`src/dual_mic_bandpass_amplitude_detector_defines.svh`:
```
// Assertion macros shared by the detector RTL.
`ifndef DUAL_MIC_BANDPASS_AMPLITUDE_DETECTOR_DEFINES_SVH
`define DUAL_MIC_BANDPASS_AMPLITUDE_DETECTOR_DEFINES_SVH

// Same-cycle implication, sampled on clock, off during reset.
`define DMBAD_ASSERT_SAME(label, ante, cons, msg) \
   label: assert property (@(posedge clock) disable iff (reset) (ante) |-> (cons)) \
      else $error(msg);

// Next-cycle implication, sampled on clock, off during reset.
`define DMBAD_ASSERT_NEXT(label, ante, cons, msg) \
   label: assert property (@(posedge clock) disable iff (reset) (ante) |=> (cons)) \
      else $error(msg);

`endif

```
`src/dmbad_pkg.sv`:
```
// Shared constants, types and register codes of the dual microphone detector.
`default_nettype none

package dmbad_pkg;

   // block framing
   localparam int BLOCK_LEN    = 1000;
   localparam int WINDOW_LEN   = 100;
   localparam int WINDOW_COUNT = 9;
   localparam int LANES        = 2;

   // field and state widths
   localparam int SAMPLE_W  = 14;
   localparam int CFG_W     = 16;
   localparam int AMP_W     = 16;
   localparam int SUM_W     = 24;
   localparam int STATE_W   = 32;
   localparam int IDX_W     = 10;
   localparam int SIDE_W    = 2;
   localparam int DEG_W     = 3;
   localparam int CSR_IDX_W = 3;

   // window position counter and index compare widths
   localparam int WPOS_W  = (WINDOW_LEN > 1) ? $clog2(WINDOW_LEN) : 1;
   localparam int WIN_END = WINDOW_LEN * (WINDOW_COUNT + 1);
   localparam int CMP_W   = IDX_W + 5;

   // register indexes
   typedef enum logic [CSR_IDX_W-1:0] {
      REG_HIGH_PASS_GAIN,
      REG_LOW_PASS_GAIN,
      REG_DETECT_LEVEL,
      REG_DEAD_BAND,
      REG_DEGREE_STEP_ONE,
      REG_DEGREE_STEP_TWO,
      REG_DEGREE_STEP_THREE,
      REG_DEGREE_STEP_FOUR
   } csr_reg_type;

   typedef struct packed {
      logic [CFG_W-1:0] high_pass_gain;
      logic [CFG_W-1:0] low_pass_gain;
      logic [CFG_W-1:0] detect_level;
      logic [CFG_W-1:0] dead_band;
      logic [CFG_W-1:0] degree_step_one;
      logic [CFG_W-1:0] degree_step_two;
      logic [CFG_W-1:0] degree_step_three;
      logic [CFG_W-1:0] degree_step_four;
   } cfg_type;

   localparam cfg_type CFG_RESET = '{
      high_pass_gain:    16'd58220,
      low_pass_gain:     16'd42819,
      detect_level:      16'd2482,
      dead_band:         16'd99,
      degree_step_one:   16'd248,
      degree_step_two:   16'd596,
      degree_step_three: 16'd993,
      degree_step_four:  16'd1489
   };

   // louder side codes
   typedef enum logic [SIDE_W-1:0] {
      SIDE_NONE,
      SIDE_TWO,
      SIDE_ONE
   } side_type;

   // per-item sequencer phase
   typedef enum logic [1:0] {
      PH_IDLE,
      PH_HIGH,
      PH_LOW
   } phase_type;

   // what one word does to the lane state
   typedef struct packed {
      logic filt_en;
      logic win_en;
      logic close;
      logic last;
   } item_type;

   // strobes from the sequencer to each lane
   typedef struct packed {
      logic     accept;
      logic     hp_step;
      logic     lp_step;
      item_type item;
   } lane_ctrl_type;

endpackage

`default_nettype wire

```
`src/dmbad_if.sv`:
```
// Handshake channels of the detector: sample words, result words, register writes.
`default_nettype none


interface dmbad_rsp_if import dmbad_pkg::*; ();
   logic              valid;
   logic              ready;
   logic [AMP_W-1:0]  amp_one;
   logic [AMP_W-1:0]  amp_two;
   logic              sound_present;
   logic [SIDE_W-1:0] louder_side;
   logic [DEG_W-1:0]  turn_degree;

   modport source (output valid, output amp_one, output amp_two, output sound_present,
                   output louder_side, output turn_degree, input ready);
   modport sink   (input valid, input amp_one, input amp_two, input sound_present,
                   input louder_side, input turn_degree, output ready);
endinterface


`default_nettype wire

```
`src/dmbad_merge.sv`:
```
// Merge stage: divide both sums by ten, saturate, detect, pick side and turn degree.
`default_nettype none

module dmbad_merge import dmbad_pkg::*; (
   input  logic             clock,
   input  logic             reset,
   input  logic             fin,
   input  logic [SUM_W-1:0] sum_one,
   input  logic [SUM_W-1:0] sum_two,
   input  cfg_type          cfg,
   dmbad_rsp_if.source      rsp_bus
);

   // floor(n / 10) = (n * ceil(2^27 / 10)) >> 27, exact for 24-bit n
   localparam int               RECIP_SHIFT = SUM_W + 3;
   localparam logic [SUM_W-1:0] RECIP_TEN   = SUM_W'(((64'd1 << RECIP_SHIFT) / 10) + 1);
   localparam int               PROD_W      = 2 * SUM_W;
   localparam int               QUO_W       = PROD_W - RECIP_SHIFT;

   function automatic logic [AMP_W-1:0] amp_sat(input logic [QUO_W-1:0] q);
      return (|q[QUO_W-1:AMP_W]) ? {AMP_W{1'b1}} : q[AMP_W-1:0];
   endfunction

   logic [PROD_W-1:0] prod_one, prod_two;
   logic [QUO_W-1:0]  quo_one_ff, quo_two_ff;
   logic              m1_vld_ff;

   logic [AMP_W-1:0]  a1, a2;
   logic [AMP_W:0]    a1_plus, a2_plus;
   side_type          side_in;
   logic [AMP_W-1:0]  diff_in;
   logic [AMP_W-1:0]  a1_ff, a2_ff, diff_ff;
   logic              sound_ff;
   side_type          side_ff;
   logic              m2_vld_ff;

   logic [DEG_W-1:0]  deg_in;
   logic [AMP_W-1:0]  out_amp_one_ff, out_amp_two_ff;
   logic              out_sound_ff;
   side_type          out_side_ff;
   logic [DEG_W-1:0]  out_deg_ff;
   logic              out_vld_ff, out_vld_in;

   // reciprocal multiply
   assign prod_one = PROD_W'(sum_one) * PROD_W'(RECIP_TEN);
   assign prod_two = PROD_W'(sum_two) * PROD_W'(RECIP_TEN);

   // saturate and compare
   always_comb begin
      a1      = amp_sat(quo_one_ff);
      a2      = amp_sat(quo_two_ff);
      a1_plus = (AMP_W+1)'(a1) + (AMP_W+1)'(cfg.dead_band);
      a2_plus = (AMP_W+1)'(a2) + (AMP_W+1)'(cfg.dead_band);
      side_in = SIDE_NONE;
      diff_in = '0;
      if ((AMP_W+1)'(a2) > a1_plus) begin
         side_in = SIDE_TWO;
         diff_in = a2 - a1;
      end else if ((AMP_W+1)'(a1) > a2_plus) begin
         side_in = SIDE_ONE;
         diff_in = a1 - a2;
      end
   end

   // turn degree from the difference
   always_comb begin
      deg_in = '0;
      if (side_ff != SIDE_NONE) begin
         if (diff_ff > cfg.degree_step_four) begin
            deg_in = 3'd4;
         end else if (diff_ff > cfg.degree_step_three) begin
            deg_in = 3'd3;
         end else if (diff_ff > cfg.degree_step_two) begin
            deg_in = 3'd2;
         end else if (diff_ff > cfg.degree_step_one) begin
            deg_in = 3'd1;
         end
      end
   end

   // output word holds until taken
   always_comb begin
      out_vld_in = out_vld_ff;
      if (m2_vld_ff) begin
         out_vld_in = 1'b1;
      end else if (rsp_bus.ready) begin
         out_vld_in = 1'b0;
      end
   end

   // payload pipeline
   always_ff @(posedge clock) begin
      if (fin) begin
         quo_one_ff <= prod_one[PROD_W-1:RECIP_SHIFT];
         quo_two_ff <= prod_two[PROD_W-1:RECIP_SHIFT];
      end
      if (m1_vld_ff) begin
         a1_ff    <= a1;
         a2_ff    <= a2;
         sound_ff <= (a1 > cfg.detect_level) || (a2 > cfg.detect_level);
         side_ff  <= side_in;
         diff_ff  <= diff_in;
      end
      if (m2_vld_ff) begin
         out_amp_one_ff <= a1_ff;
         out_amp_two_ff <= a2_ff;
         out_sound_ff   <= sound_ff;
         out_side_ff    <= side_ff;
         out_deg_ff     <= deg_in;
      end
   end

   // stage valids
   always_ff @(posedge clock) begin
      if (reset) begin
         m1_vld_ff  <= 1'b0;
         m2_vld_ff  <= 1'b0;
         out_vld_ff <= 1'b0;
      end else begin
         m1_vld_ff  <= fin;
         m2_vld_ff  <= m1_vld_ff;
         out_vld_ff <= out_vld_in;
      end
   end

   assign rsp_bus.valid         = out_vld_ff;
   assign rsp_bus.amp_one       = out_amp_one_ff;
   assign rsp_bus.amp_two       = out_amp_two_ff;
   assign rsp_bus.sound_present = out_sound_ff;
   assign rsp_bus.louder_side   = out_side_ff;
   assign rsp_bus.turn_degree   = out_deg_ff;

endmodule

`default_nettype wire

```
`src/flat_wrapper.sv`:
```
// flat-port wrapper written by rule: the top's interface ports become plain ports
module dmbad_merge_flat import dmbad_pkg::*;
  (clock, reset, fin, sum_one, sum_two, cfg, rsp_bus_valid, rsp_bus_amp_one, rsp_bus_amp_two, rsp_bus_sound_present, rsp_bus_louder_side, rsp_bus_turn_degree, rsp_bus_ready);
  dmbad_rsp_if rsp_bus_i ();
  input  logic clock;
  input  logic reset;
  input  logic fin;
  input  logic [SUM_W-1:0] sum_one;
  input  logic [SUM_W-1:0] sum_two;
  input  cfg_type cfg;
  output wire logic [$bits(rsp_bus_i.valid)-1:0] rsp_bus_valid;
  output wire logic [$bits(rsp_bus_i.amp_one)-1:0] rsp_bus_amp_one;
  output wire logic [$bits(rsp_bus_i.amp_two)-1:0] rsp_bus_amp_two;
  output wire logic [$bits(rsp_bus_i.sound_present)-1:0] rsp_bus_sound_present;
  output wire logic [$bits(rsp_bus_i.louder_side)-1:0] rsp_bus_louder_side;
  output wire logic [$bits(rsp_bus_i.turn_degree)-1:0] rsp_bus_turn_degree;
  input wire logic [$bits(rsp_bus_i.ready)-1:0] rsp_bus_ready;
  assign rsp_bus_valid = rsp_bus_i.valid;
  assign rsp_bus_amp_one = rsp_bus_i.amp_one;
  assign rsp_bus_amp_two = rsp_bus_i.amp_two;
  assign rsp_bus_sound_present = rsp_bus_i.sound_present;
  assign rsp_bus_louder_side = rsp_bus_i.louder_side;
  assign rsp_bus_turn_degree = rsp_bus_i.turn_degree;
  assign rsp_bus_i.ready = rsp_bus_ready;
  dmbad_merge u_core (.clock(clock), .reset(reset), .fin(fin), .sum_one(sum_one), .sum_two(sum_two), .cfg(cfg), .rsp_bus(rsp_bus_i));
endmodule
```
`config.mk`:
```
export PLATFORM = sky130hd
export DESIGN_NAME = dmbad_merge_flat
export DESIGN_NICKNAME = d
export VERILOG_FILES = /design/src/dual_mic_bandpass_amplitude_detector_defines.svh /design/src/dmbad_pkg.sv /design/src/dmbad_if.sv /design/src/dmbad_merge.sv /design/src/flat_wrapper.sv
export SDC_FILE = /design/constraint.sdc
export NUM_CORES = 2
export LEC_CHECK = 0
export BUFFER_PORTS_ARGS = -buffer_cell sky130_fd_sc_hd__buf_2
export CORE_MARGIN = 2
export CORE_UTILIZATION = 69
export DETAILED_ROUTE_END_ITERATION = 8
export PLACE_DENSITY = 0.9
export REMOVE_ABC_BUFFERS = 1
export SLEW_MARGIN = 20
export SYNTH_ARGS = -nofsm -noshare
export SYNTH_HDL_FRONTEND = slang
export SYNTH_SLANG_ARGS = --single-unit
```
`constraint.sdc`:
```
create_clock -name clock -period 10.2 [get_ports clock]
set_input_delay 1.02 -clock clock [delete_from_list [all_inputs] [get_ports clock]]
set_output_delay 1.02 -clock clock [all_outputs]
set_load 0.02 [all_outputs]
```
# Word-level counts from Yosys, hierarchy flattened
# Index checks and enable logic that the tools add are counted.
dict set report op_classes {
  magnitude_cmp 8
  n_mul 2
  mux 11
  add_sub_neg 4
  bitwise 1
  n_reduce_logical 6
}
# operator n
set ops {}
lappend ops {{greater-than comparator 16 bit} 6}
lappend ops {{multiplier 24 x 24 -> 48 bit (second input constant)} 2}
lappend ops {{2-to-1 mux 16 bit} 4}
lappend ops {{adder 16 x 16 -> 17 bit} 2}
lappend ops {{greater-than comparator 16 x 17 -> 1 bit} 2}
lappend ops {{subtractor 16 bit} 2}
lappend ops {{OR reduction 5 bit} 2}
lappend ops {{2-to-1 mux 3 bit} 3}
lappend ops {{nonzero test 2 bit} 2}
lappend ops {{2-to-1 mux 1 bit} 3}
lappend ops {{2-to-1 mux 2 bit} 1}
lappend ops {{OR reduction 2 bit} 1}
lappend ops {{logical OR 1 bit} 1}
lappend ops {{inverter 1 bit} 1}
dict set report word_totals {
  word_cells 48
  output_inout_bits 39
  register_bits 134
  in_bits 180
}

# Logic depth before layout (Yosys ltp)
dict set report depth {
  ltp_word 6
  mapped_depth 26
  ltp_nobuf 25
}

# Worst setup path after synthesis
# OpenSTA, ideal clock, no wires.
dict set report synth_timing {
  path_kind {input -> register}
  from {in sum_one[16]}
  to {reg u_core.quo_one_ff[12], data pin}
  setup_time_ns 0.258
  cell_stages 22
  n_path_buf 0
  arrival_ns 6.426
  path_slack_ns 3.516
  t_required_ns 9.942
  path_cell_list {ha_1 -> fa_1 -> inv_1 -> fa_1 -> fa_1 -> inv_1 -> fa_1 -> fa_1 -> inv_1 -> fa_1 -> inv_1 -> ha_1 -> nand3_1 -> nor3_1 -> nand4_1 -> o211ai_1 -> a21oi_2 -> o31ai_2 -> nor2_1 -> o21ai_0 -> a21oi_1 -> xnor2_1}
}
dict set report synth_via {
  elab_chain_cells 1
}
# item line
set synth_rtl {}
lappend synth_rtl {{start: declaration} flat_wrapper.sv:8} ;# input logic [SUM_W-1:0] sum_one;
lappend synth_rtl {{multiplier 24 x 24 -> 48 bit} dmbad_merge.sv:45} ;# assign prod_one = PROD_W'(sum_one) * PROD_W'(RECIP_TEN);
lappend synth_rtl {{net u_core.prod_one[39]} dmbad_merge.sv:24} ;# logic [PROD_W-1:0] prod_one, prod_two;
lappend synth_rtl {{end signal: assignment} dmbad_merge.sv:94} ;# quo_one_ff <= prod_one[PROD_W-1:RECIP_SHIFT];
lappend synth_rtl {{end: declaration} dmbad_merge.sv:25} ;# logic [QUO_W-1:0] quo_one_ff, quo_two_ff;
# The timed path passes the listed nets, and every way through them passes these cells.
# A chain may end at the register's enable or synchronous reset.

# Worst setup path in the final report
dict set report layout_timing {
  from {in sum_one[1]}
  to {reg u_core.quo_one_ff[12], data pin}
}
# Same word-level chain as after synthesis.

==> results.cfg <==
[clock_tree]
cts_sinks = 134
cts-resized-gates = 0
clk_pin_slew_ns = 0.06
cts_tree = done
cts_buffers = 17
clk_path_buf_depth = 2
cts_setup_buffers = 0
clk_latency_ns = 0.44
htreeDepth = 4
cts-root-buf = clkbuf_16
cts_hold_buf = 0

[synthesis]
synth_compound_area_share_pct = 8.35
yosys.area.top_type_share_pct = 30.0
synth_top_family_by_area = adder cells
synthSimpleGateAreaFrac_pct = 6.87
synth_seq_area_share_pct = 13.4
syn_avg_cell_area_sq_um = 10.3
synthTopCellsByArea = ha_1 (30%), fa_1 (28%), edfxtp_1 (13%)
muxShareOfSynthArea_pct = 0.138
synth_seq_cells = 134
synth_fa_ha_area_share_pct = 58.2
syn_inst = 2912
yosys.area.top_type = ha_1
synth.distinct_cells = 72
synth_area_sq_um = 29900
synth_enable_flop_cells = 131
synth_flop_cell = edfxtp_1
async_flop_share_pct = 0
synth_warnings = 0
synth_xor_area_share_pct = 3.51

[global_routing]
track_usage_pct = 34.3
grt_remaining_overflow = 0
grt_max_degree = 53
antenna_found_initial = 1
grt_pass1_wl_um = 120000
grt_pass1_vias = 24207

[detailed_routing]
drt_iter0_markers = 1399
viasPerCell = 5.91
antenna_left = 0
vias = 21848
drt-total-wl_um = 73800
drcViolationCount = 2
firstDrtPassIters = 7
wl_per_cell_um = 20.0

[floorplan]
dieWidth_um = 212
pin_count = 219
initial_core_util_pct = 69.7
core_sq_um = 42900
die_y_um = 212
dieArea_sq_um = 45000
fp-row-count = 76

[place]
dp.cells = 3665
io_buffers = 186
place.gp.congestion = 0.977
pre_cts_ws_ns = 2.07
hpwlAfterDp_um = 63400

[sta]
hold_violations = 0
fin_skew_ns = 0.0165
finalSetupViolCount = 0
worst_slack_ns = 2.31
layout_min_cycle_time_ns = 7.89
max_slew_margin_pct = 26.9
tns_ns = 0
worst_pin_slew_ns = 1.10
maxSlewViolCount = 0
finalCritPeriodShare_pct = 77.4
rsz0062_at_grt = no
max_freq_mhz = 127

[run]
cap_violations = 0

[finish]
nets = 4417
stdcell_count = 3698
utilization_pct = 74.8
area_delta_synth_final_pct = 7.24
layout-drive-gt1-share_pct = 8.00

[setup_path]
arrival_ns = 8.07
crit_path_max_fanout = 11
cp-start-kind = primary input
criticalPathCategory = in2reg
path_cells = buf_2, ha_1, xor2_1, ha_1, or2_2, fa_1, fa_1, fa_1, fa_1, inv_1, fa_1, inv_1, ha_1, nand2_1, nor3_1, nand4_1, o211ai_1, a21oi_2, o31ai_2, nor2_1, o21ai_0, a21oi_1, xnor2_1
end_kind = flop
critical_path_required_ns = 10.38
path_buf_inv = 3
cp_slowest_cell = fa_1
path_common_cell = fa_1
critPathTopFamily = adder cells
slowest_delay_ns = 0.57

[run_status]
violations = design-rule violations
status = finished, violations left

[min_path]
min_path_type = reg2reg
==> layer usage <==
layer	part of all wire [%]	global-route usage, %	wire [um]
met5	0	0	0
met3	7.5	6.20	5560
met4	4.5	14.3	3340
met2	50	60.9	36700
met1	38	41.0	28200
==> synth_stat cells (11+ instances only) <==
library cell  instances
nand3_1              25
nand2b_1             21
o21a_1               31
inv_1               744
nand4_1              35
nor2_1               58
o21ai_0              61
nand2_1              68
xnor2_1              54
or3_1                38
and2_1               11
a21oi_1             111
o21bai_1             13
nor2b_1              32
a21o_1               70
a31oi_1              11
xor2_1               66
fa_1                420
ha_1                718
nor3_1               39
clkbuf_1             13
edfxtp_1            131
a211oi_1             13
==> final cells by class <==
type,instances,area [sq um]
clock buffer,18,429
antenna,1,2.50
inverter,744,2790
timing repair buffer,187,938
clock inverter,14,143
sequential,134,4000
multi-input combinational,2015,23000
fill,2787,10800
tap,585,732
==> worst paths after layout <==
path,depth (start not counted),end,slack (ns),start
worst min-delay path,0,u_core.rsp_bus.amp_two[3],0.42,u_core.a2_ff[3]
worst max register to register,22,u_core.diff_ff[10],3.33,u_core.quo_two_ff[16]
worst min register to register,0,u_core.rsp_bus.amp_two[3],0.42,u_core.a2_ff[3]
worst max-delay path,23,u_core.quo_one_ff[12],2.31,sum_one[1]
==> cells by family (layout without fill, tap and decap cells) <==
logic type | Yosys count | in the layout
AND/OR/NAND/NOR | 379 | 379
buffers and inverters | 763 | 963
other | 0 | 1
multiplexers | 4 | 4
adder cells (fa/ha/maj) | 1138 | 1138
flip-flops | 134 | 134
AO/OA/AOI/OAI | 374 | 374
XOR/XNOR | 120 | 120
==> registers in the layout (all words and copies together), names as in the netlist <==
signal / count
u_core.side_ff: 2
u_core.m2_vld_ff: 1
u_core.rsp_bus.amp_one: 16
u_core.rsp_bus.turn_degree: 3
u_core.rsp_bus.amp_two: 16
u_core.m1_vld_ff: 1
u_core.diff_ff: 16
u_core.rsp_bus.sound_present: 1
u_core.rsp_bus.valid: 1
u_core.quo_two_ff: 21
u_core.a2_ff: 16
u_core.rsp_bus.louder_side: 2
u_core.sound_ff: 1
u_core.a1_ff: 16
u_core.quo_one_ff: 21
==> placed cells by master, fill, tap and decap left out, types with 17 or more instances in the layout <==
cell type | Yosys | final
nand3_1 | 25 | 25
o21a_1 | 31 | 31
nor2_1 | 58 | 58
ha_1 | 718 | 718
nor2b_1 | 32 | 32
xor2_1 | 66 | 66
nand2_1 | 68 | 68
xnor2_1 | 54 | 54
clkbuf_16 | 0 | 17
fa_1 | 420 | 420
nor3_1 | 39 | 39
edfxtp_1 | 131 | 131
or3_1 | 38 | 38
buf_2 | 5 | 186
a21o_1 | 70 | 70
a21oi_1 | 111 | 111
inv_1 | 744 | 744
nand4_1 | 35 | 35
o21ai_0 | 61 | 61
nand2b_1 | 21 | 21
==> per-stage QoR <==
stage | cell area [sq um] | hold slack [ns]
after global placement | 31500 | 0.402
after floorplan | 29800 | 0.400
final | 32100 | 0.419
after global routing | 32100 | 0.424
after detailed placement | 31500 | 0.405
after CTS | 32100 | 0.419
==> worst register-to-register path, delay by kind of cell, from the launching register on <==
kind,cells,cell delay (ns)
flops,1,0.35
simple gates,8,2.44
compound gates,12,3.22
fa+ha+maj,2,0.67
Power is left out: the tool's default activity adds up to more than one toggle a clock period on the data nets, which glitch-free logic cannot reach.
