`src/dual_mic_bandpass_amplitude_detector_defines.svh`:
```
// Assertion macros shared by the detector RTL.
`ifndef DUAL_MIC_BANDPASS_AMPLITUDE_DETECTOR_DEFINES_SVH
`define DUAL_MIC_BANDPASS_AMPLITUDE_DETECTOR_DEFINES_SVH

// Same-cycle implication, sampled on clock, off during reset.
`define DMBAD_ASSERT_SAME(label, ante, cons, msg) \
   label: assert property (@(posedge clock) disable iff (reset) (ante) |-> (cons)) \
      else $error(msg);

// Next-cycle implication, sampled on clock, off during reset.
`define DMBAD_ASSERT_NEXT(label, ante, cons, msg) \
   label: assert property (@(posedge clock) disable iff (reset) (ante) |=> (cons)) \
      else $error(msg);

`endif

```
`src/dmbad_pkg.sv`:
```
// Shared constants, types and register codes of the dual microphone detector.
`default_nettype none

package dmbad_pkg;

   // block framing
   localparam int BLOCK_LEN    = 1000;
   localparam int WINDOW_LEN   = 100;
   localparam int WINDOW_COUNT = 9;
   localparam int LANES        = 2;

   // field and state widths
   localparam int SAMPLE_W  = 14;
   localparam int CFG_W     = 16;
   localparam int AMP_W     = 16;
   localparam int SUM_W     = 24;
   localparam int STATE_W   = 32;
   localparam int IDX_W     = 10;
   localparam int SIDE_W    = 2;
   localparam int DEG_W     = 3;
   localparam int CSR_IDX_W = 3;

   // window position counter and index compare widths
   localparam int WPOS_W  = (WINDOW_LEN > 1) ? $clog2(WINDOW_LEN) : 1;
   localparam int WIN_END = WINDOW_LEN * (WINDOW_COUNT + 1);
   localparam int CMP_W   = IDX_W + 5;

   // register indexes
   typedef enum logic [CSR_IDX_W-1:0] {
      REG_HIGH_PASS_GAIN,
      REG_LOW_PASS_GAIN,
      REG_DETECT_LEVEL,
      REG_DEAD_BAND,
      REG_DEGREE_STEP_ONE,
      REG_DEGREE_STEP_TWO,
      REG_DEGREE_STEP_THREE,
      REG_DEGREE_STEP_FOUR
   } csr_reg_type;

   typedef struct packed {
      logic [CFG_W-1:0] high_pass_gain;
      logic [CFG_W-1:0] low_pass_gain;
      logic [CFG_W-1:0] detect_level;
      logic [CFG_W-1:0] dead_band;
      logic [CFG_W-1:0] degree_step_one;
      logic [CFG_W-1:0] degree_step_two;
      logic [CFG_W-1:0] degree_step_three;
      logic [CFG_W-1:0] degree_step_four;
   } cfg_type;

   localparam cfg_type CFG_RESET = '{
      high_pass_gain:    16'd58220,
      low_pass_gain:     16'd42819,
      detect_level:      16'd2482,
      dead_band:         16'd99,
      degree_step_one:   16'd248,
      degree_step_two:   16'd596,
      degree_step_three: 16'd993,
      degree_step_four:  16'd1489
   };

   // louder side codes
   typedef enum logic [SIDE_W-1:0] {
      SIDE_NONE,
      SIDE_TWO,
      SIDE_ONE
   } side_type;

   // per-item sequencer phase
   typedef enum logic [1:0] {
      PH_IDLE,
      PH_HIGH,
      PH_LOW
   } phase_type;

   // what one word does to the lane state
   typedef struct packed {
      logic filt_en;
      logic win_en;
      logic close;
      logic last;
   } item_type;

   // strobes from the sequencer to each lane
   typedef struct packed {
      logic     accept;
      logic     hp_step;
      logic     lp_step;
      item_type item;
   } lane_ctrl_type;

endpackage

`default_nettype wire

```
`src/dmbad_lane.sv`:
```
// One microphone lane: high-pass and low-pass IIR, window peak-to-peak tracker and sum.
`default_nettype none

module dmbad_lane import dmbad_pkg::*; (
   input  logic                clock,
   input  logic                reset,
   input  lane_ctrl_type       ctrl,
   input  logic [SAMPLE_W-1:0] sample,
   input  logic [CFG_W-1:0]    hp_gain,
   input  logic [CFG_W-1:0]    lp_gain,
   output logic [SUM_W-1:0]    sum_out,
   output logic                fin
);

   localparam int FRAC   = 16;
   localparam int STEP_W = SAMPLE_W + 1;
   localparam int ACC_W  = STATE_W + 1;
   localparam int PROD_W = ACC_W + CFG_W + 1;
   localparam int RND_W  = PROD_W - FRAC;
   localparam int SAT_W  = RND_W + 1;
   localparam int CNT_W  = ACC_W - FRAC;
   localparam int HALF   = 1 << (FRAC - 1);

   // (p + half) >> 16, floor
   function automatic logic signed [RND_W-1:0] round_q16(input logic signed [PROD_W-1:0] p);
      logic signed [PROD_W-1:0] biased;
      biased = p + PROD_W'(HALF);
      return biased[PROD_W-1:FRAC];
   endfunction

   // clamp to signed state range
   function automatic logic signed [STATE_W-1:0] sat_state(input logic signed [SAT_W-1:0] v);
      if ((&v[SAT_W-1:STATE_W-1]) || !(|v[SAT_W-1:STATE_W-1])) begin
         return v[STATE_W-1:0];
      end else if (v[SAT_W-1]) begin
         return {1'b1, {(STATE_W-1){1'b0}}};
      end else begin
         return {1'b0, {(STATE_W-1){1'b1}}};
      end
   endfunction

   logic [SAMPLE_W-1:0]       prev_ff;
   logic signed [PROD_W-1:0]  prod_a_ff, prod_a_in;
   logic signed [PROD_W-1:0]  prod_b_ff, prod_b_in;
   logic signed [STATE_W-1:0] hp_ff, hp_in;
   logic signed [STATE_W-1:0] lp_ff, lp_in;
   logic signed [STATE_W-1:0] win_v_ff, win_v_in;
   logic signed [STATE_W-1:0] max_ff, max_in;
   logic signed [STATE_W-1:0] min_ff, min_in;
   logic [SUM_W-1:0]          sum_ff, sum_in;
   logic [SUM_W-1:0]          sum_out_ff, sum_out_in;
   logic                      fin_ff, fin_in;
   logic                      w1_vld_ff;
   item_type                  w1_item_ff;
   logic                      w2_vld_ff;
   item_type                  w2_item_ff;

   logic signed [STEP_W-1:0]  step;
   logic signed [ACC_W-1:0]   acc_a;
   logic signed [STATE_W-1:0] hps;
   logic signed [ACC_W-1:0]   diff_b;
   logic signed [SAT_W-1:0]   lp_sum;
   logic signed [STATE_W-1:0] lp_new;
   logic signed [ACC_W-1:0]   amp;
   logic [ACC_W-1:0]          amp_biased;
   logic [CNT_W-1:0]          cnt;
   logic [SUM_W:0]            sum_wide;
   logic [SUM_W-1:0]          sum_closed;

   // high-pass product, taken at the accept edge
   always_comb begin
      step      = $signed({1'b0, sample}) - $signed({1'b0, prev_ff});
      acc_a     = ACC_W'(hp_ff) + (ACC_W'(step) <<< FRAC);
      prod_a_in = PROD_W'(acc_a) * PROD_W'($signed({1'b0, hp_gain}));
   end

   // high-pass result and low-pass product
   always_comb begin
      hps       = sat_state(SAT_W'(round_q16(prod_a_ff)));
      diff_b    = ACC_W'(hps) - ACC_W'(lp_ff);
      prod_b_in = PROD_W'(diff_b) * PROD_W'($signed({1'b0, lp_gain}));
   end

   // low-pass accumulate
   always_comb begin
      lp_sum = SAT_W'(lp_ff) + SAT_W'(round_q16(prod_b_ff));
      lp_new = sat_state(lp_sum);
   end

   // filter state: block end clears both
   always_comb begin
      hp_in    = hp_ff;
      lp_in    = lp_ff;
      win_v_in = win_v_ff;
      if (ctrl.hp_step && ctrl.item.filt_en) begin
         hp_in = hps;
      end
      if (ctrl.lp_step) begin
         win_v_in = ctrl.item.filt_en ? lp_new : lp_ff;
         if (ctrl.item.last) begin
            hp_in = '0;
            lp_in = '0;
         end else if (ctrl.item.filt_en) begin
            lp_in = lp_new;
         end
      end
   end

   // window close: rounded peak-to-peak into saturating sum
   always_comb begin
      amp        = ACC_W'(max_ff) - ACC_W'(min_ff);
      amp_biased = amp + ACC_W'(HALF);
      cnt        = amp_biased[ACC_W-1:FRAC];
      sum_wide   = (SUM_W+1)'(sum_ff) + (SUM_W+1)'(cnt);
      sum_closed = sum_wide[SUM_W] ? {SUM_W{1'b1}} : sum_wide[SUM_W-1:0];
   end

   // window tracking in the w1 stage, then close in the w2 stage
   always_comb begin
      max_in     = max_ff;
      min_in     = min_ff;
      sum_in     = sum_ff;
      sum_out_in = sum_out_ff;
      fin_in     = 1'b0;
      if (w1_vld_ff && w1_item_ff.win_en) begin
         if (win_v_ff > max_ff) begin
            max_in = win_v_ff;
         end
         if (win_v_ff < min_ff) begin
            min_in = win_v_ff;
         end
      end
      if (w2_vld_ff) begin
         if (w2_item_ff.close) begin
            sum_in = sum_closed;
            max_in = '0;
            min_in = '0;
         end
         if (w2_item_ff.last) begin
            sum_out_in = w2_item_ff.close ? sum_closed : sum_ff;
            sum_in     = '0;
            fin_in     = 1'b1;
         end
      end
   end

   // payload registers
   always_ff @(posedge clock) begin
      if (ctrl.accept) begin
         prev_ff   <= sample;
         prod_a_ff <= prod_a_in;
      end
      if (ctrl.hp_step) begin
         prod_b_ff <= prod_b_in;
      end
      if (ctrl.lp_step) begin
         w1_item_ff <= ctrl.item;
      end
      if (w1_vld_ff) begin
         w2_item_ff <= w1_item_ff;
      end
      win_v_ff   <= win_v_in;
      sum_out_ff <= sum_out_in;
   end

   // state and control registers
   always_ff @(posedge clock) begin
      if (reset) begin
         hp_ff     <= '0;
         lp_ff     <= '0;
         max_ff    <= '0;
         min_ff    <= '0;
         sum_ff    <= '0;
         fin_ff    <= 1'b0;
         w1_vld_ff <= 1'b0;
         w2_vld_ff <= 1'b0;
      end else begin
         hp_ff     <= hp_in;
         lp_ff     <= lp_in;
         max_ff    <= max_in;
         min_ff    <= min_in;
         sum_ff    <= sum_in;
         fin_ff    <= fin_in;
         w1_vld_ff <= ctrl.lp_step;
         w2_vld_ff <= w1_vld_ff;
      end
   end

   assign sum_out = sum_out_ff;
   assign fin     = fin_ff;

endmodule

`default_nettype wire

```
`config.mk`:
```
export PLATFORM = sky130hd
export DESIGN_NAME = dmbad_lane
export DESIGN_NICKNAME = d
export VERILOG_FILES = /design/src/dual_mic_bandpass_amplitude_detector_defines.svh /design/src/dmbad_pkg.sv /design/src/dmbad_lane.sv
export SDC_FILE = /design/constraint.sdc
export NUM_CORES = 2
export LEC_CHECK = 0
export ABC_CLOCK_PERIOD_IN_PS = 14100
export BUFFER_PORTS_ARGS = -buffer_cell sky130_fd_sc_hd__buf_2
export CELL_PAD_IN_SITES_DETAIL_PLACEMENT = 2
export CELL_PAD_IN_SITES_GLOBAL_PLACEMENT = 2
export CORE_MARGIN = 2
export CORE_UTILIZATION = 40
export CTS_BUF_LIST = sky130_fd_sc_hd__clkbuf_2
export CTS_CLUSTER_SIZE = 40
export DETAILED_ROUTE_END_ITERATION = 6
export PLACE_DENSITY = 0.85
export REMOVE_ABC_BUFFERS = 1
export SLEW_MARGIN = 10
export SYNTH_ARGS = -nofsm -noshare
export SYNTH_HDL_FRONTEND = slang
export SYNTH_SLANG_ARGS = --single-unit
```
`constraint.sdc`:
```
create_clock -name clock -period 14.1 [get_ports clock]
set_clock_uncertainty 0.05 [all_clocks]
set_input_delay 2.115 -clock clock [delete_from_list [all_inputs] [get_ports clock]]
set_output_delay 2.115 -clock clock [all_outputs]
set_load 0.005 [all_outputs]
```
Yosys cells after proc, flatten, opt, wreduce, memory -nomap -nowiden
Cells that the tools add are included.

Register bits after elaboration: 330. Bits of input ports: 55. Output and inout port bits: 25.

Bitwise gates (word level): 1. Add/sub/neg operators: 9. Multipliers: 2. Order comparisons: 2. Reduce and logical (&&, ||, !) cells: 12. Mux-type cells: 21.

Operator list (count): two-way mux 32 bit (17); adder 50 x 17 -> 50 bit, second input constant (2); multiplier 33 x 17 -> 50 bit (2); two-way mux 24 bit (3); subtractor 32 x 32 -> 33 bit (2); adder 32 x 34 -> 35 bit (1); adder 32 x 31 -> 33 bit (1); adder 33 x 17 -> 33 bit, second input constant (1); > comparator 32 bit (1); < comparator 32 bit (1); adder 24 x 17 -> 25 bit (1); subtractor 14 x 14 -> 15 bit (1); AND reduction 4 bit (1); OR reduction 4 bit (1); AND reduction 3 bit (1); OR reduction 3 bit (1); logical AND 1 bit (2); logical NOT 1 bit (2); logical OR 1 bit (2); AND reduction 2 bit (1); OR reduction 2 bit (1); two-way mux 1 bit (1); inverter 1 bit (1).

Longest topological paths before layout
Word-level depth: 8. Depth in mapped cells: 50. Gate-level depth less buffers: 49.

Least setup slack after synthesis
No wires, ideal clock.

Path type: input to register. From: input sample[0]. To: register prod_a_ff[49] (data pin). Library setup time: 0.265 ns. Path slack: 2.696 ns. Buffers on the path: 1. Data arrival time: 11.089 ns. Stages on the path: 41. Path through: inv_1 > ha_1 > inv_1 > fa_1 > a21o_1 > a21oi_1 > o21ai_0 > a21oi_1 > nor2b_1 > o21a_1 > o21a_1 > nor2_1 > ha_1 > and3_1 > a21oi_1 > o21ai_0 > o41ai_1 > o2111ai_1 > [... 5 more ...] > inv_1 > fa_1 > inv_1 > fa_1 > fa_1 > fa_1 > inv_1 > fa_1 > ha_1 > a21oi_1 > o21ai_0 > a21o_1 > or3b_2 > a211o_1 > nand2_1 > o21ai_1 > a311oi_1 > xnor2_1.

Word-level cells in the longest chain between the ends: 3.

Ends and longest elaborated chain: from (decl) (RTL line dmbad_lane.sv:8) `input logic [SAMPLE_W-1:0] sample,`; subtractor 14 x 14 -> 15 bit (RTL line dmbad_lane.sv:72) `step = $signed({1'b0, sample}) - $signed({1'b0, prev_ff});`; adder 32 x 31 -> 33 bit (RTL line dmbad_lane.sv:73) `acc_a = ACC_W'(hp_ff) + (ACC_W'(step) <<< FRAC);`; multiplier 33 x 17 -> 50 bit (RTL line dmbad_lane.sv:74) `prod_a_in = PROD_W'(acc_a) * PROD_W'($signed({1'b0, hp_gain}));`; net prod_a_in[49] (RTL line dmbad_lane.sv:43) `logic signed [PROD_W-1:0] prod_a_ff, prod_a_in;`; to (signal assigned) (RTL line dmbad_lane.sv:151) `prod_a_ff <= prod_a_in;`; to (decl) (RTL line dmbad_lane.sv:43).

The timed path passes the listed nets, and every way through them passes these cells. A chain may end at the register's enable or synchronous reset.

Worst setup path after layout
From: register prod_a_ff[25]. To: register prod_b_ff[48] (data pin).

Word-level cells in the longest chain between the ends: 7.

Ends and longest elaborated chain: adder 50 x 17 -> 50 bit (*) (RTL line dmbad_lane.sv:27) `biased = p + PROD_W'(HALF);`; OR reduction 3 bit (RTL line dmbad_lane.sv:33) `if ((&v[SAT_W-1:STATE_W-1]) || !(|v[SAT_W-1:STATE_W-1])) begin`; logical NOT 1 bit (RTL line dmbad_lane.sv:33); logical OR 1 bit (RTL line dmbad_lane.sv:33); two-way mux 32 bit (*) (RTL line dmbad_lane.sv:33); subtractor 32 x 32 -> 33 bit (*) (RTL line dmbad_lane.sv:80) `diff_b = ACC_W'(hps) - ACC_W'(lp_ff);`; multiplier 33 x 17 -> 50 bit (*) (RTL line dmbad_lane.sv:81) `prod_b_in = PROD_W'(diff_b) * PROD_W'($signed({1'b0, lp_gain}));`; net prod_b_in[48] (RTL line dmbad_lane.sv:44) `logic signed [PROD_W-1:0] prod_b_ff, prod_b_in;`; to (signal assigned) (RTL line dmbad_lane.sv:154) `prod_b_ff <= prod_b_in;`; to (decl) (RTL line dmbad_lane.sv:44).

Mark *: on every way through the listed nets, which the timed path passes. The rest lies on a longest branch.

==> out/qor.txt <==
status - complete, no violations
Post-Syn Instances - 6,346
element type at the critical path start - flop
largest family of logic cells by synthesized area - adder cells
Final Cycle Share - 97.15%
final worst path period need - 13.70 ns
CORE AREA - 140,900 sq um
Yosys top cell by area - fa_1
CTS tree - yes
largest net degree at the start of global routing - 98
ys async rst share - 0%
Post-Route Setup TNS - 0 ns
post-synthesis mux area share - 0.8006%
antenna violations before repair - 9
die area - 144,500 sq um
Mapped Area - 56,580 sq um
WL final - 218.8 mm
wire length of the first global-routing pass - 338.9 mm
critical-path maximum fanout - 60
RSZ-0062 raised after global routing - false
sequential element share of the synthesized area - 13.18%
slowest CP cell - or3_2
Layout area overhead - 5.883%
synth unique cells - 88
Fill cells - 15,517
post-synthesis register bit count - 300
CTS clock-pin slew for the worst setup and hold paths - 0.13 ns
layout cell share with drive strength beyond 1 - 5.747%
Seq. cell area - 7457 sq um
Crit. path cell count - 44
clk_lat worst skew - 1.19 ns
R2R depth - 44
Max Clock Freq - 0.07301 GHz
via count - 46,863
max_cap viols - 0
Final Slew Violations - 0
vias per cell - 5.660
hold slack - 0.3498 ns
Worst Tran Pin Value - 1.306 ns
Post-CTS Hold Fix Bufs - 0
Critical Path AT - 14.52 ns
Net count, final - 7,849
hold path start - w1_item_ff[0]
final setup fails - 0
end of the worst register-to-register path - prod_b_ff[48]
initial core utilization - 40.16%
endpoints failing hold - 0
most frequent cells in the layout - 1,273 x inv_1, 1,007 x fa_1, 893 x nand2_1, 473 x ha_1, 372 x and2_1
syn avg cell area - 8.915 sq um
post-route ant nets - 0
Adder-Cell Fraction of Synth Area - 46.09%
CTS Root Cell - clkbuf_2
drt drc - 0
Syn. warnings - 0
commonest non-fill, non-tap cell in the layout - inv_1
critical path endpoint category - flop
Sink Count - 300
cts bufs inserted - 84
Top delay family on crit path - compound AO/OA/AOI/OAI gates
CP Buf/Inv Count - 5
leading post-synthesis cells by cell area - fa_1 36%, ha_1 10%, inv_1 8.4%
DP Wirelength - 166.3 mm
multi-input gate area in the final layout - 43,370 sq um
hold depth - 0
Post-synth EDFFs - 145
Synth Area in XOR/XNOR - 3.731%
GRT overflow - 0
chip width - 380.1 microns
post-synthesis compound-gate area fraction - 9.479%
DRT Pass-1 Iters - 5
Setup CP Type - flop to flop
per-cell routed wire length - 26.42 microns
Site Rows - 138
R2R setup slack - 0.40 ns
routability cong. - 0.8670
worst endpoint required time - 14.92 ns
Max Root-Sink Buffers - 3
DR iter-0 viols - 2,590
vias in the first global route - 56,928
worst r2r src - prod_a_ff[25]
Simple-Gate Fraction of Synth Area - 16.34%
Slew HR - 12.43%
top_reg_cell synth - dfxtp_1
CTS H-tree lvls - 3
# IOs - 80
Hold Path Class - flop to flop
CP peak stage delay - 0.72 ns
gr usage total - 30.39%
Die Ht - 380.1 microns
post-synth top area share - 35.63%
Hold Path Sink - w2_item_ff[0]
port buffer count - 79
## flip-flops by register name, summed over array words and instances, names as in the netlist
| name | flops |
|---|---|
| lp_ff | 32 |
| prev_ff | 14 |
| prod_a_ff | 35 |
| w2_item_ff | 2 |
| hp_ff | 32 |
| fin | 1 |
| min_ff | 32 |
| w1_item_ff | 3 |
| w2_vld_ff | 1 |
| sum_out | 24 |
| sum_ff | 24 |
| prod_b_ff | 35 |
| max_ff | 32 |
| win_v_ff | 32 |
| w1_vld_ff | 1 |
## synth_stat cells (11+ instances only)
master	instances
inv_1	1273
fa_1	1007
nand2_1	893
ha_1	473
and2_1	372
clkbuf_1	254
a21oi_1	239
nor2_1	192
xnor2_1	166
dfxtp_1	155
edfxtp_1	145
nand3_1	136
a21o_1	111
o21ai_0	99
xor2_1	75
nor2b_1	74
nor3_1	57
nand2b_1	48
and3_1	43
o31ai_1	42
a31oi_1	40
mux2i_1	39
nand4_1	39
o211ai_1	35
a22o_1	31
o21a_1	31
a211oi_1	26
a221o_1	26
o21bai_1	18
nor3b_1	16
buf_2	14
or2_2	12
a311oi_1	11
or3b_2	11
## kinds of logic after synthesis
logic type | after synthesis
muxes | 44
DFF | 300
and+or+nand+nor | 1932
adders and majority gates | 1480
buffers and inverters | 1552
AOI/OAI and AO/OA | 797
xor gates and xnor gates | 241
## per-stage QoR
step	utilization, %	std cells	setup WS [ns]	cell area [sq um]
after floorplan	-	6067	1.420	55480
after global placement	41.85	8118	1.658	58960
after detailed placement	41.85	8118	0.6048	58960
after CTS	42.49	8276	0.1979	59860
after global routing	42.51	8277	0.001879	59900
final	42.52	8280	0.4025	59910
## worst max-delay path by stage
stage / endpoint / slack, ns / start
final: prod_b_ff[48] / 0.40 / prod_a_ff[25]
after global routing: prod_b_ff[48] / 0.002 / prod_a_ff[25]
after CTS: prod_b_ff[48] / 0.20 / prod_a_ff[25]
after detailed placement: prod_b_ff[48] / 0.60 / prod_a_ff[25]
after global placement: prod_a_ff[49] / 1.66 / sample[0]
after floorplan: prod_b_ff[48] / 1.42 / prod_a_ff[15]
## layer usage
metal	up-vias	track usage, %	wire length, microns
li1	19812	-	-
met1	24687	34.26	82610
met2	1582	55.15	113200
met3	774	4.170	9843
met4	8	16.73	13060
met5	-	0	55
## cell type report
class | count | area share, %
antenna | 4 | 0.01671
tap | 1890 | 3.948
sequential | 300 | 12.45
clock buffer | 117 | 0.9775
clock inverter | 41 | 0.5284
multi-input combinational | 4494 | 72.40
timing repair buffer | 161 | 1.700
inverter | 1273 | 7.977
## what timing repair did
item	4_1_cts	5_1_grt
setup endpoints to repair	0	12
buffers inserted	0	0
gates resized for setup	0	8
Power is left out: the tool's default activity adds up to more than one toggle a clock period on the data nets, which glitch-free logic cannot reach.
